**config.mk**
```make
export PLATFORM = sky130hd
export DESIGN_NAME = rgb_to_hsv_converter
export DESIGN_NICKNAME = d
export VERILOG_FILES = /design/src/hdl/hsv_pkg.sv /design/src/hdl/hsv_front.sv /design/src/hdl/hsv_div_cell.sv /design/src/hdl/hsv_back.sv /design/src/hdl/rgb_to_hsv_converter.sv
export SDC_FILE = /design/constraint.sdc
export NUM_CORES = 1
export LEC_CHECK = 0
export ABC_AREA = 1
export BUFFER_PORTS_ARGS = -buffer_cell sky130_fd_sc_hd__buf_2
export CAP_MARGIN = 30
export CORE_MARGIN = 10
export CORE_UTILIZATION = 45
export CTS_BUF_LIST = sky130_fd_sc_hd__clkbuf_16
export DETAILED_ROUTE_END_ITERATION = 8
export SETUP_SLACK_MARGIN = 0.02
export SKIP_CTS_REPAIR_TIMING = 1
export SLEW_MARGIN = 20
export SYNTH_ARGS = -nofsm -noshare
export SYNTH_HDL_FRONTEND = slang
export SYNTH_SLANG_ARGS = --single-unit
```
**constraint.sdc**
```tcl
create_clock -name clk -period 6.68 [get_ports clk]
set_input_delay 0.334 -clock clk [delete_from_list [all_inputs] [get_ports clk]]
set_output_delay 0.334 -clock clk [all_outputs]
set_load 0.01 [all_outputs]
```
**src/hdl/hsv_pkg.sv**
```systemverilog
package hsv_pkg;

  // Hue is carried in 1/64 degree; one sector of 60 degrees is 3840 units.
  localparam int HUE_BITS   = 15;
  localparam int HUE_Q_BITS = 12;
  localparam int HUE_SHIFT_HI = 12;
  localparam int HUE_SHIFT_LO = 8;
  localparam int MIN_STEPS  = 12;

  localparam logic [HUE_BITS-1:0] HUE_FULL     = 15'd23040;
  localparam logic [HUE_BITS-1:0] OFFSET_RED   = 15'd0;
  localparam logic [HUE_BITS-1:0] OFFSET_GREEN = 15'd7680;
  localparam logic [HUE_BITS-1:0] OFFSET_BLUE  = 15'd15360;

  // Sector codes: which component holds the maximum.
  localparam logic [1:0] SECT_RED   = 2'd0;
  localparam logic [1:0] SECT_GREEN = 2'd1;
  localparam logic [1:0] SECT_BLUE  = 2'd2;

  // Control that travels alongside each pixel through the divider row.
  typedef struct packed {
    logic       valid;
    logic [1:0] sector;
    logic       neg;
    logic       gray;
  } hsv_ctl_t;

endpackage

```
**src/hdl/hsv_front.sv**
```systemverilog
module hsv_front #(
  parameter int W = 8,
  parameter int S = 12
) (
  input  logic             clk,
  input  logic             rst,
  input  logic             start,
  input  logic [W-1:0]     red,
  input  logic [W-1:0]     green,
  input  logic [W-1:0]     blue,
  output hsv_pkg::hsv_ctl_t ctl,
  output logic [W-1:0]     sat_div,
  output logic [W-1:0]     hue_div,
  output logic [W-1:0]     sat_rem,
  output logic [S-1:0]     sat_dvd,
  output logic [W-1:0]     hue_rem,
  output logic [S-1:0]     hue_dvd
);
  import hsv_pkg::*;

  localparam int DW = S + W;

  logic [W-1:0]  mx, mn, delta, opa, opb, absdiff;
  logic [1:0]    sector;
  logic          neg;
  logic [DW-1:0] sat_full, hue_full;

  // Find the extremes and the sector, with red winning ties over green over blue.
  always_comb begin
    mx = (red > green) ? red : green;
    mn = (red < green) ? red : green;
    if (blue > mx) mx = blue;
    if (blue < mn) mn = blue;
    delta = mx - mn;
    if (red >= mx) begin
      sector = SECT_RED;
      opa = green;
      opb = blue;
    end else if (green >= mx) begin
      sector = SECT_GREEN;
      opa = blue;
      opb = red;
    end else begin
      sector = SECT_BLUE;
      opa = red;
      opb = green;
    end
    neg = opa < opb;
    absdiff = neg ? (opb - opa) : (opa - opb);
  end

  // Dividends: full scale times delta, and 3840 times the difference, by shift and subtract.
  assign sat_full = (DW'(delta) << W) - DW'(delta);
  assign hue_full = (DW'(absdiff) << HUE_SHIFT_HI) - (DW'(absdiff) << HUE_SHIFT_LO);

  // Register the beat into the head of the divider row.
  always_ff @(posedge clk) begin
    if (rst) begin
      ctl <= '0;
    end else begin
      ctl.valid  <= start;
      ctl.sector <= sector;
      ctl.neg    <= neg;
      ctl.gray   <= (delta == '0);
    end
    sat_div <= mx;
    hue_div <= delta;
    sat_rem <= sat_full[DW-1:S];
    sat_dvd <= sat_full[S-1:0];
    hue_rem <= hue_full[DW-1:S];
    hue_dvd <= hue_full[S-1:0];
  end

endmodule

```
**src/hdl/hsv_div_cell.sv**
```systemverilog
module hsv_div_cell #(
  parameter int W = 8,
  parameter int S = 12
) (
  input  logic              clk,
  input  logic              rst,
  input  hsv_pkg::hsv_ctl_t ctl_in,
  input  logic [W-1:0]      sat_div_in,
  input  logic [W-1:0]      hue_div_in,
  input  logic [W-1:0]      sat_rem_in,
  input  logic [S-1:0]      sat_dvd_in,
  input  logic [W-1:0]      hue_rem_in,
  input  logic [S-1:0]      hue_dvd_in,
  output hsv_pkg::hsv_ctl_t ctl_out,
  output logic [W-1:0]      sat_div_out,
  output logic [W-1:0]      hue_div_out,
  output logic [W-1:0]      sat_rem_out,
  output logic [S-1:0]      sat_dvd_out,
  output logic [W-1:0]      hue_rem_out,
  output logic [S-1:0]      hue_dvd_out
);
  import hsv_pkg::*;

  logic [W:0] sat_trial, hue_trial, sat_diff, hue_diff;
  logic       sat_bit, hue_bit;

  // One restoring step for each division: shift in the next dividend bit and try a subtract.
  always_comb begin
    sat_trial = {sat_rem_in, sat_dvd_in[S-1]};
    hue_trial = {hue_rem_in, hue_dvd_in[S-1]};
    sat_diff  = sat_trial - {1'b0, sat_div_in};
    hue_diff  = hue_trial - {1'b0, hue_div_in};
    sat_bit   = sat_trial >= {1'b0, sat_div_in};
    hue_bit   = hue_trial >= {1'b0, hue_div_in};
  end

  // Hand the partial results to the next cell; quotient bits fill the dividend register.
  always_ff @(posedge clk) begin
    if (rst) begin
      ctl_out <= '0;
    end else begin
      ctl_out <= ctl_in;
    end
    sat_div_out <= sat_div_in;
    hue_div_out <= hue_div_in;
    sat_rem_out <= sat_bit ? sat_diff[W-1:0] : sat_trial[W-1:0];
    hue_rem_out <= hue_bit ? hue_diff[W-1:0] : hue_trial[W-1:0];
    sat_dvd_out <= {sat_dvd_in[S-2:0], sat_bit};
    hue_dvd_out <= {hue_dvd_in[S-2:0], hue_bit};
  end

endmodule

```
**src/hdl/hsv_back.sv**
```systemverilog
module hsv_back #(
  parameter int W = 8,
  parameter int S = 12
) (
  input  logic              clk,
  input  logic              rst,
  input  hsv_pkg::hsv_ctl_t ctl,
  input  logic [W-1:0]      value_in,
  input  logic [S-1:0]      sat_quo,
  input  logic [S-1:0]      hue_quo,
  output logic              done,
  output logic [hsv_pkg::HUE_BITS-1:0] hue,
  output logic [W-1:0]      saturation,
  output logic [W-1:0]      brightness
);
  import hsv_pkg::*;

  logic [HUE_BITS-1:0] offset, quo;
  logic [HUE_BITS:0]   sum;
  logic [HUE_BITS-1:0] hue_next;

  // Add the sector offset to the signed quotient and wrap a negative angle.
  always_comb begin
    case (ctl.sector)
      SECT_RED:   offset = OFFSET_RED;
      SECT_GREEN: offset = OFFSET_GREEN;
      SECT_BLUE:  offset = OFFSET_BLUE;
      default:    offset = OFFSET_RED;
    endcase
    quo = HUE_BITS'(hue_quo[HUE_Q_BITS-1:0]);
    sum = ctl.neg ? ({1'b0, offset} - {1'b0, quo}) : ({1'b0, offset} + {1'b0, quo});
    if (sum[HUE_BITS]) begin
      hue_next = sum[HUE_BITS-1:0] + HUE_FULL;
    end else begin
      hue_next = sum[HUE_BITS-1:0];
    end
  end

  // Output register; a gray pixel reports zero hue and saturation.
  always_ff @(posedge clk) begin
    if (rst) begin
      done <= 1'b0;
    end else begin
      done <= ctl.valid;
    end
    hue        <= ctl.gray ? '0 : hue_next;
    saturation <= ctl.gray ? '0 : sat_quo[W-1:0];
    brightness <= value_in;
  end

endmodule

```
**src/hdl/rgb_to_hsv_converter.sv**
```systemverilog
// RGB to HSV converter.
// Input: drive red, green and blue and raise start for one cycle; the beat is
// taken at the clock edge where start is high and busy is low. busy stays low,
// so a new pixel can be given in every cycle.
// Output: done is high for exactly one cycle with hue (1/64 degree, 0..23039),
// saturation (full scale = 1.0) and brightness (the largest component).
// Results leave in the order the pixels arrived; the receiver must take each
// beat in the cycle it appears, since it cannot hold results off.
// STEPS is the larger of 12 and COMPONENT_BITS. One register sets up the
// dividends, a row of STEPS divider cells resolves one quotient bit each for
// both saturation and hue, and an output register adds the sector offset.
// Throughput: one pixel per clock.
// Reset (rst, synchronous) clears the valid bits along the row, so done stays
// low until pixels accepted after reset emerge.
module rgb_to_hsv_converter #(
  parameter int COMPONENT_BITS = 8
) (
  input  logic                          clk,
  input  logic                          rst,
  input  logic                          start,
  output logic                          busy,
  input  logic [COMPONENT_BITS-1:0]     red,
  input  logic [COMPONENT_BITS-1:0]     green,
  input  logic [COMPONENT_BITS-1:0]     blue,
  output logic                          done,
  output logic [hsv_pkg::HUE_BITS-1:0]  hue,
  output logic [COMPONENT_BITS-1:0]     saturation,
  output logic [COMPONENT_BITS-1:0]     brightness
);
  import hsv_pkg::*;

  localparam int W = COMPONENT_BITS;
  localparam int STEPS = (W > MIN_STEPS) ? W : MIN_STEPS;

  hsv_ctl_t     ctl     [0:STEPS];
  logic [W-1:0] sat_div [0:STEPS];
  logic [W-1:0] hue_div [0:STEPS];
  logic [W-1:0] sat_rem [0:STEPS];
  logic [W-1:0] hue_rem [0:STEPS];
  logic [STEPS-1:0] sat_dvd [0:STEPS];
  logic [STEPS-1:0] hue_dvd [0:STEPS];

  // The pipeline never refuses a beat.
  assign busy = 1'b0;

  // Extremes, sector and dividends.
  hsv_front #(.W(W), .S(STEPS)) u_front (
    .clk     (clk),
    .rst     (rst),
    .start   (start),
    .red     (red),
    .green   (green),
    .blue    (blue),
    .ctl     (ctl[0]),
    .sat_div (sat_div[0]),
    .hue_div (hue_div[0]),
    .sat_rem (sat_rem[0]),
    .sat_dvd (sat_dvd[0]),
    .hue_rem (hue_rem[0]),
    .hue_dvd (hue_dvd[0])
  );

  // Row of divider cells, one quotient bit per cell.
  for (genvar i = 0; i < STEPS; i++) begin : g_cell
    hsv_div_cell #(.W(W), .S(STEPS)) u_cell (
      .clk         (clk),
      .rst         (rst),
      .ctl_in      (ctl[i]),
      .sat_div_in  (sat_div[i]),
      .hue_div_in  (hue_div[i]),
      .sat_rem_in  (sat_rem[i]),
      .sat_dvd_in  (sat_dvd[i]),
      .hue_rem_in  (hue_rem[i]),
      .hue_dvd_in  (hue_dvd[i]),
      .ctl_out     (ctl[i+1]),
      .sat_div_out (sat_div[i+1]),
      .hue_div_out (hue_div[i+1]),
      .sat_rem_out (sat_rem[i+1]),
      .sat_dvd_out (sat_dvd[i+1]),
      .hue_rem_out (hue_rem[i+1]),
      .hue_dvd_out (hue_dvd[i+1])
    );
  end

  // Final hue assembly and output register.
  hsv_back #(.W(W), .S(STEPS)) u_back (
    .clk        (clk),
    .rst        (rst),
    .ctl        (ctl[STEPS]),
    .value_in   (sat_div[STEPS]),
    .sat_quo    (sat_dvd[STEPS]),
    .hue_quo    (hue_dvd[STEPS]),
    .done       (done),
    .hue        (hue),
    .saturation (saturation),
    .brightness (brightness)
  );

endmodule
```
==> flow_summary_export.csv, run 1 <==
group,metric,value,unit
run_status,status,"finished clean",
worst_setup_path,cp_max_fo,8,
worst_setup_path,cpMostUsedCell,"nand2_1",
die,start_util,0.453,
sta,holdWs,269,ps
grt,grt_use_total,0.150,
final_layout,drive_gt1_frac,0.0918,
sta,finClkSkew,40.9,ps
detailed_routing,firstDrtPassIters,7,
grt,grt_pass1_vias,19200,
final_layout,nets,3564,
sta,hold_viol_final,0,
cts,path_clk_slew,60,ps
worst_setup_path,start_kind,"input port",
die,core-area,60100,um2
logic_synthesis,synth_seq_cells,676,
sta,worst_slew_pin_slew,896,ps
logic_synthesis,yosysTopAreaCell,"dfxtp_1",
worst_hold_path,hold_class,"input port to flip-flop",
logic_synthesis,synth.avg_cell_area,8.83,um2
worst_setup_path,slowest_stage,"fa_2",
final_layout,antenna_cells,0,
logic_synthesis,synthFlopType,"dfxtp_1",
worst_setup_path,arrival,6600,ps
grt,grt_overflow_total,0,
worst_setup_path,criticalPathCategory,"input port to flip-flop",
cts,clock_path_buffers,3,
logic_synthesis,ys_seq_area_frac,0.497,
die,pin_count,60,
detailed_routing,drt_iter0_drc,852,
cts,clkLatencyLatePin,600,ps
detailed_routing,route.detailed.drc,0,
grt,grt_max_degree,67,
place,port_buffers,58,
sta,max_slew_margin,0.400,
die,fp.dieW,266,um
logic_synthesis,yosysTopAreaCellShare,0.497,
grt,grt_antenna_before_repair,0,
sta,fmax,164,MHz
final_layout,seq_area,13500,um2
cts,cts_tree,"built",
detailed_routing,wl_per_cell,12.9,um
final_layout,multi_input_area,11600,um2
detailed_routing,wl,52.8,mm
die,rows,90,
cts,htree_num_levels,3,
place,dpl.hpwl,40.5,mm
worst_setup_path,critical_path_buf_inv_count,8,
grt,grt_pass1_wl,89.3,mm
sta,rsz0062_at_grt,"yes",
job,drv_cap,0,
detailed_routing,vias_per_cell,4.73,
worst_setup_path,crit_required,7170,ps
cts,root_buffer,"clkbuf_16",
sta,fin_crit_sh,0.914,
detailed_routing,via_count,19300,
worst_setup_path,critPathMaxStageDelay,360,ps
place,place.gp.congestion,0.889,
logic_synthesis,syn_area,27200,um2
cts,cts_sinks,676,
sta,slew_viol_final,0,
logic_synthesis,yosysUniqueCellTypes,49,
die,fp.dieH,266,um
final_layout,area_growth,14.9,%
final_layout,n_fill_cell,5541,
logic_synthesis,synth_area_leaders,"dfxtp_1 (50%), ha_1 (12%), inv_1 (7.1%)",
logic_synthesis,synth-edff-count,0,
logic_synthesis,synthCells,3084,
worst_setup_path,cpLargestDelayFamily,"simple AND/OR/NAND/NOR gates",
sta,min_period,6110,ps
logic_synthesis,synth-warning-count,0,
logic_synthesis,async_reset_ff_frac,0,
sta,setup_violations,0,
detailed_routing,antenna_left,0,
die,floorplan.die_area,70700,um2
cts,cts_made_buffers,70,
worst_setup_path,critPathCaptureType,"flip-flop",
==> final timing paths <==
check / startpoint / endpoint / slack, ps / cells after the start
hold / removal: blue[6] / u_front.sat_div[6] / 270 / 4
setup / recovery: green[1] / u_front.hue_rem[6] / 570 / 46
setup reg to reg: g_cell[0].u_cell.hue_div_out[2] / g_cell[1].u_cell.hue_rem_out[1] / 3760 / 14
hold reg to reg: g_cell[10].u_cell.hue_dvd_out[2] / g_cell[11].u_cell.hue_dvd_out[3] / 280 / 0
==> worst min-delay path: stages <==
cell     delay (ps)
buf_2           200
nand2_1          90
o21ai_2          80
buf_4           130
==> layout make-up <==
class                           instances  share of cell area
Sequential cell                       676               0.433
Clock inverter                         55              0.0168
Clock buffer                           71              0.0568
Multi-Input combinational cell       1844               0.371
Tap cell                              782              0.0313
Inverter                              515              0.0619
Timing Repair Buffer                  141              0.0295
==> cell usage after synthesis, types with 4 or more instances <==
cell type and n:
a211oi_1 16, a21o_1 5, a21oi_1 235, a311oi_1 4
a31oi_1 11, buf_1 5, buf_2 8, clkbuf_1 34
dfxtp_1 676, fa_1 25, ha_1 264, inv_1 512
nand2_1 396, nand2_2 9, nand2_4 5, nand3_1 76
nand3_2 6, nand3b_1 5, nand4_1 37, nor2_1 352
nor2_2 4, nor3_1 37, nor3b_1 4, nor4_1 5
o211ai_1 8, o21ai_0 146, o21ai_1 6, o21bai_1 9
o22ai_1 4, o31ai_1 9, or2_2 6, or3_1 4
xnor2_1 33, xor2_1 104
==> sequential cells by signal (all words and copies together) (netlist names), 11 cells and up <==
name	flops
g_cell.u_cell.sat_div_out	96
g_cell.u_cell.hue_rem_out	88
g_cell.u_cell.sat_rem_out	88
u_back.hue	15
g_cell.u_cell.hue_dvd_out	84
g_cell.u_cell.hue_div_out	88
u_front.sat_dvd	11
g_cell.u_cell.sat_dvd_out	91
g_cell.u_cell.ctl_out	60
==> layout by cell type (no fill, tap or decap), drive strengths merged, types with 5 or more instances in the layout <==
cell type	netlist	layout
a211oi	16	16
a21o	5	5
a21oi	235	235
a31oi	11	11
buf	17	140
bufinv	0	8
clkbuf	34	71
clkinv	0	24
clkinvlp	0	6
dfxtp	676	676
fa	25	25
ha	264	264
inv	515	532
nand2	410	411
nand3	83	83
nand3b	5	5
nand4	38	38
nor2	357	357
nor3	37	37
nor4	5	5
o211ai	8	8
o21ai	154	154
o21bai	9	9
o31ai	9	9
or2	6	6
xnor2	33	33
xor2	104	104
==> layer usage <==
metal  share of wire  vias up  wire, um  global-route usage
li1                -    10100         -                   -
met1            0.46     8783     24300               0.179
met2            0.48      288     25200               0.266
met3           0.037       93      1980              0.0277
met4           0.024        0      1260              0.0557
met5               0        -         0                   0
==> per-stage QoR <==
stage | util | setup WS, ps | instance area (um2) | TNS, ps | cells
after floorplan | - | 88.2 | 27200 | 0 | 3085
after global placement | 0.480 | -38.3 | 28800 | -69.7 | 3948
after detailed placement | 0.480 | -320 | 28900 | -1400 | 3951
after CTS | 0.518 | 322 | 31200 | 0 | 4077
after global routing | 0.520 | -20.5 | 31300 | -20.5 | 4084
final | 0.520 | 572 | 31300 | 0 | 4084
==> cells by family after synthesis <==
| kind of cell | after synthesis | synth area share |
|---|---|---|
| flip-flops | 676 | 0.497 |
| other | 1 | 0.000138 |
| AO/OA/AOI/OAI | 461 | 0.0914 |
| adder cells (fa/ha/maj) | 289 | 0.140 |
| buffers and inverters | 566 | 0.0792 |
| multiplexers | 1 | 0.000368 |
| XOR/XNOR | 137 | 0.0441 |
| AND/OR/NAND/NOR | 953 | 0.148 |
Power of run 1 is left out: the tool's default activity adds up to more than one toggle a clock period on the data nets, which glitch-free logic cannot reach.
==> run 2: changes to the inputs <==
- SYNTH_HIERARCHICAL: unset -> 1
==> flow_summary_export.csv, run 2 <==
group,metric,value,unit
run_status,status,"finished clean",
grt,grt_pass1_vias,22500,
final_layout,layout.cell_area.non_filler,38100,um2
final_layout,top_register,"g_cell.u_cell/hue_dvd_out",
sta,setup_violations,0,
logic_synthesis,synthCells,4176,
place,dpl.hpwl,49.8,mm
worst_hold_path,worstHoldStart,"blue[7]",
die,rows,100,
sta,fin_crit_sh,0.920,
grt,grt_use_met1,0.194,
die,fp.dieW,294,um
final_layout,antenna_cells,0,
grt,grt_busiest_layer,"met2",
sta,hold_viol_final,0,
worst_setup_path,criticalPathCategory,"input port to flip-flop",
grt,grt_use_total,0.146,
sta,rsz0062_at_grt,"no",
worst_setup_path,arrival,6650,ps
die,fp.dieH,294,um
detailed_routing,antenna_left,0,
grt,grt_antenna_before_repair,0,
sta,slew_viol_final,0,
worst_setup_path,cpLargestDelayFamily,"simple AND/OR/NAND/NOR gates",
sta,fmax,163,MHz
sta,max_slew_margin,0.503,
detailed_routing,wl_per_cell,11.8,um
grt,grt_pass1_wl,107,mm
final_layout,drive_gt1_frac,0.133,
cts,cts_made_buffers,77,
final_layout,layout_common_cells,"nand2_1 (1077), dfxtp_1 (747), inv_1 (722), nand3_1 (370), ha_1 (257)",
worst_setup_path,critical_path.startpoint,"green[3]",
worst_setup_path,cp_max_fo,9,
detailed_routing,drt_iter0_drc,1078,
detailed_routing,via_count,24300,
final_layout,biggestRegsByFlops,"g_cell.u_cell/hue_dvd_out (144), g_cell.u_cell/sat_dvd_out (102), g_cell.u_cell/sat_div_out (96)",
worst_setup_path,critPathCaptureType,"flip-flop",
detailed_routing,firstDrtPassIters,7,
cts,root_buffer,"clkbuf_16",
place,place.gp.congestion,0.895,
worst_setup_path,slowest_stage,"fa_2",
cts,cts_sinks,747,
job,drv_cap,0,
grt,grt_overflow_total,0,
die,start_util,0.454,
worst_setup_path,crit_required,7180,ps
die,floorplan.die_area,86400,um2
die,core-area,74400,um2
final_layout,largest_register_ffs,144,
worst_setup_path,r2r-start,"g_cell[11].u_cell/ctl_out[2]",
grt,grt_use_met3,0.0246,
worst_hold_path,hold_class,"input port to flip-flop",
grt,grt_util_met2,0.240,
logic_synthesis,syn_area,33800,um2
cts,cts_tree,"built",
die,pin_count,60,
cts,htree_num_levels,3,
worst_setup_path,critPathMaxStageDelay,380,ps
place,port_buffers,58,
sta,finClkSkew,22.8,ps
final_layout,mostFrequentLayoutCell,"nand2_1",
detailed_routing,route.detailed.drc,0,
worst_setup_path,critical_path_buf_inv_count,13,
cts,clkLatencyLatePin,610,ps
sta,holdWs,227,ps
worst_setup_path,cpMostUsedCell,"nand2_1",
logic_synthesis,synth.avg_cell_area,8.09,um2
logic_synthesis,synth-warning-count,6,
grt,grt_max_degree,67,
final_layout,area_growth,12.7,%
sta,worst_slew_pin_slew,744,ps
detailed_routing,vias_per_cell,4.53,
cts,clock_path_buffers,3,
sta,min_period,6150,ps
place,dpl_cell_area,35300,um2
final_layout,nets,4651,
cts,path_clk_slew,60,ps
worst_setup_path,start_kind,"input port",
detailed_routing,wl,63.1,mm
run 2: cell count changes in the layout (fill, tap and decap cells not counted), moves of 25 or more:
cell and change:
nor2_2 +25, a21oi_1 -129, inv_1 +201, xor2_1 -45
o21ai_0 -101, a21oi_2 +25, nand2_1 +682, nand2_4 +26
nand2_2 +110, nand3_1 +295, nor2_1 -128, dfxtp_1 +71
run 2: cell type report:
type	count	area, um2
clock buffer	81	2030
clock inverter	58	529
fill	7070	36400
inverter	753	2830
multi-input combinational	2628	15700
sequential	747	15000
tap	969	1210
timing repair buffer	132	850
run 2: path summary, 6_finish.rpt:
check	slack, ps	to	cells past startpoint
worst max-delay path	530	u_front/hue_rem[5]	53
worst max register to register	4130	u_back/hue[14]	12
worst min-delay path	230	u_front/sat_div[7]	4
worst min register to register	320	g_cell[2].u_cell/hue_dvd_out[7]	0
run 2: tightest hold or removal path, stage by stage:
cell,delay [ps]
buf_2,160
inv_1,80
o21ai_2,60
buf_4,140
run 2: routing by layer:
| layer | vias up | part of all wire |
|---|---|---|
| met2 | 332 | 0.45 |
| met4 | 0 | 0.017 |
| li1 | 13200 | - |
| met3 | 80 | 0.039 |
| met5 | - | 0 |
| met1 | 10600 | 0.49 |
run 2: metrics by stage:
stage | setup TNS, ps | setup WS, ps | util | instances
6_report | 0 | 535 | 0.511 | 5368
5_1_grt | 0 | 1.33 | 0.511 | 5368
4_1_cts | 0 | 338 | 0.509 | 5357
3_5_place_dp | -1240 | -318 | 0.475 | 5218
3_3_place_gp | -409 | -152 | 0.475 | 5218
2_1_floorplan | 0 | 31.0 | - | 4184
Power of run 2 is left out for the same reason.
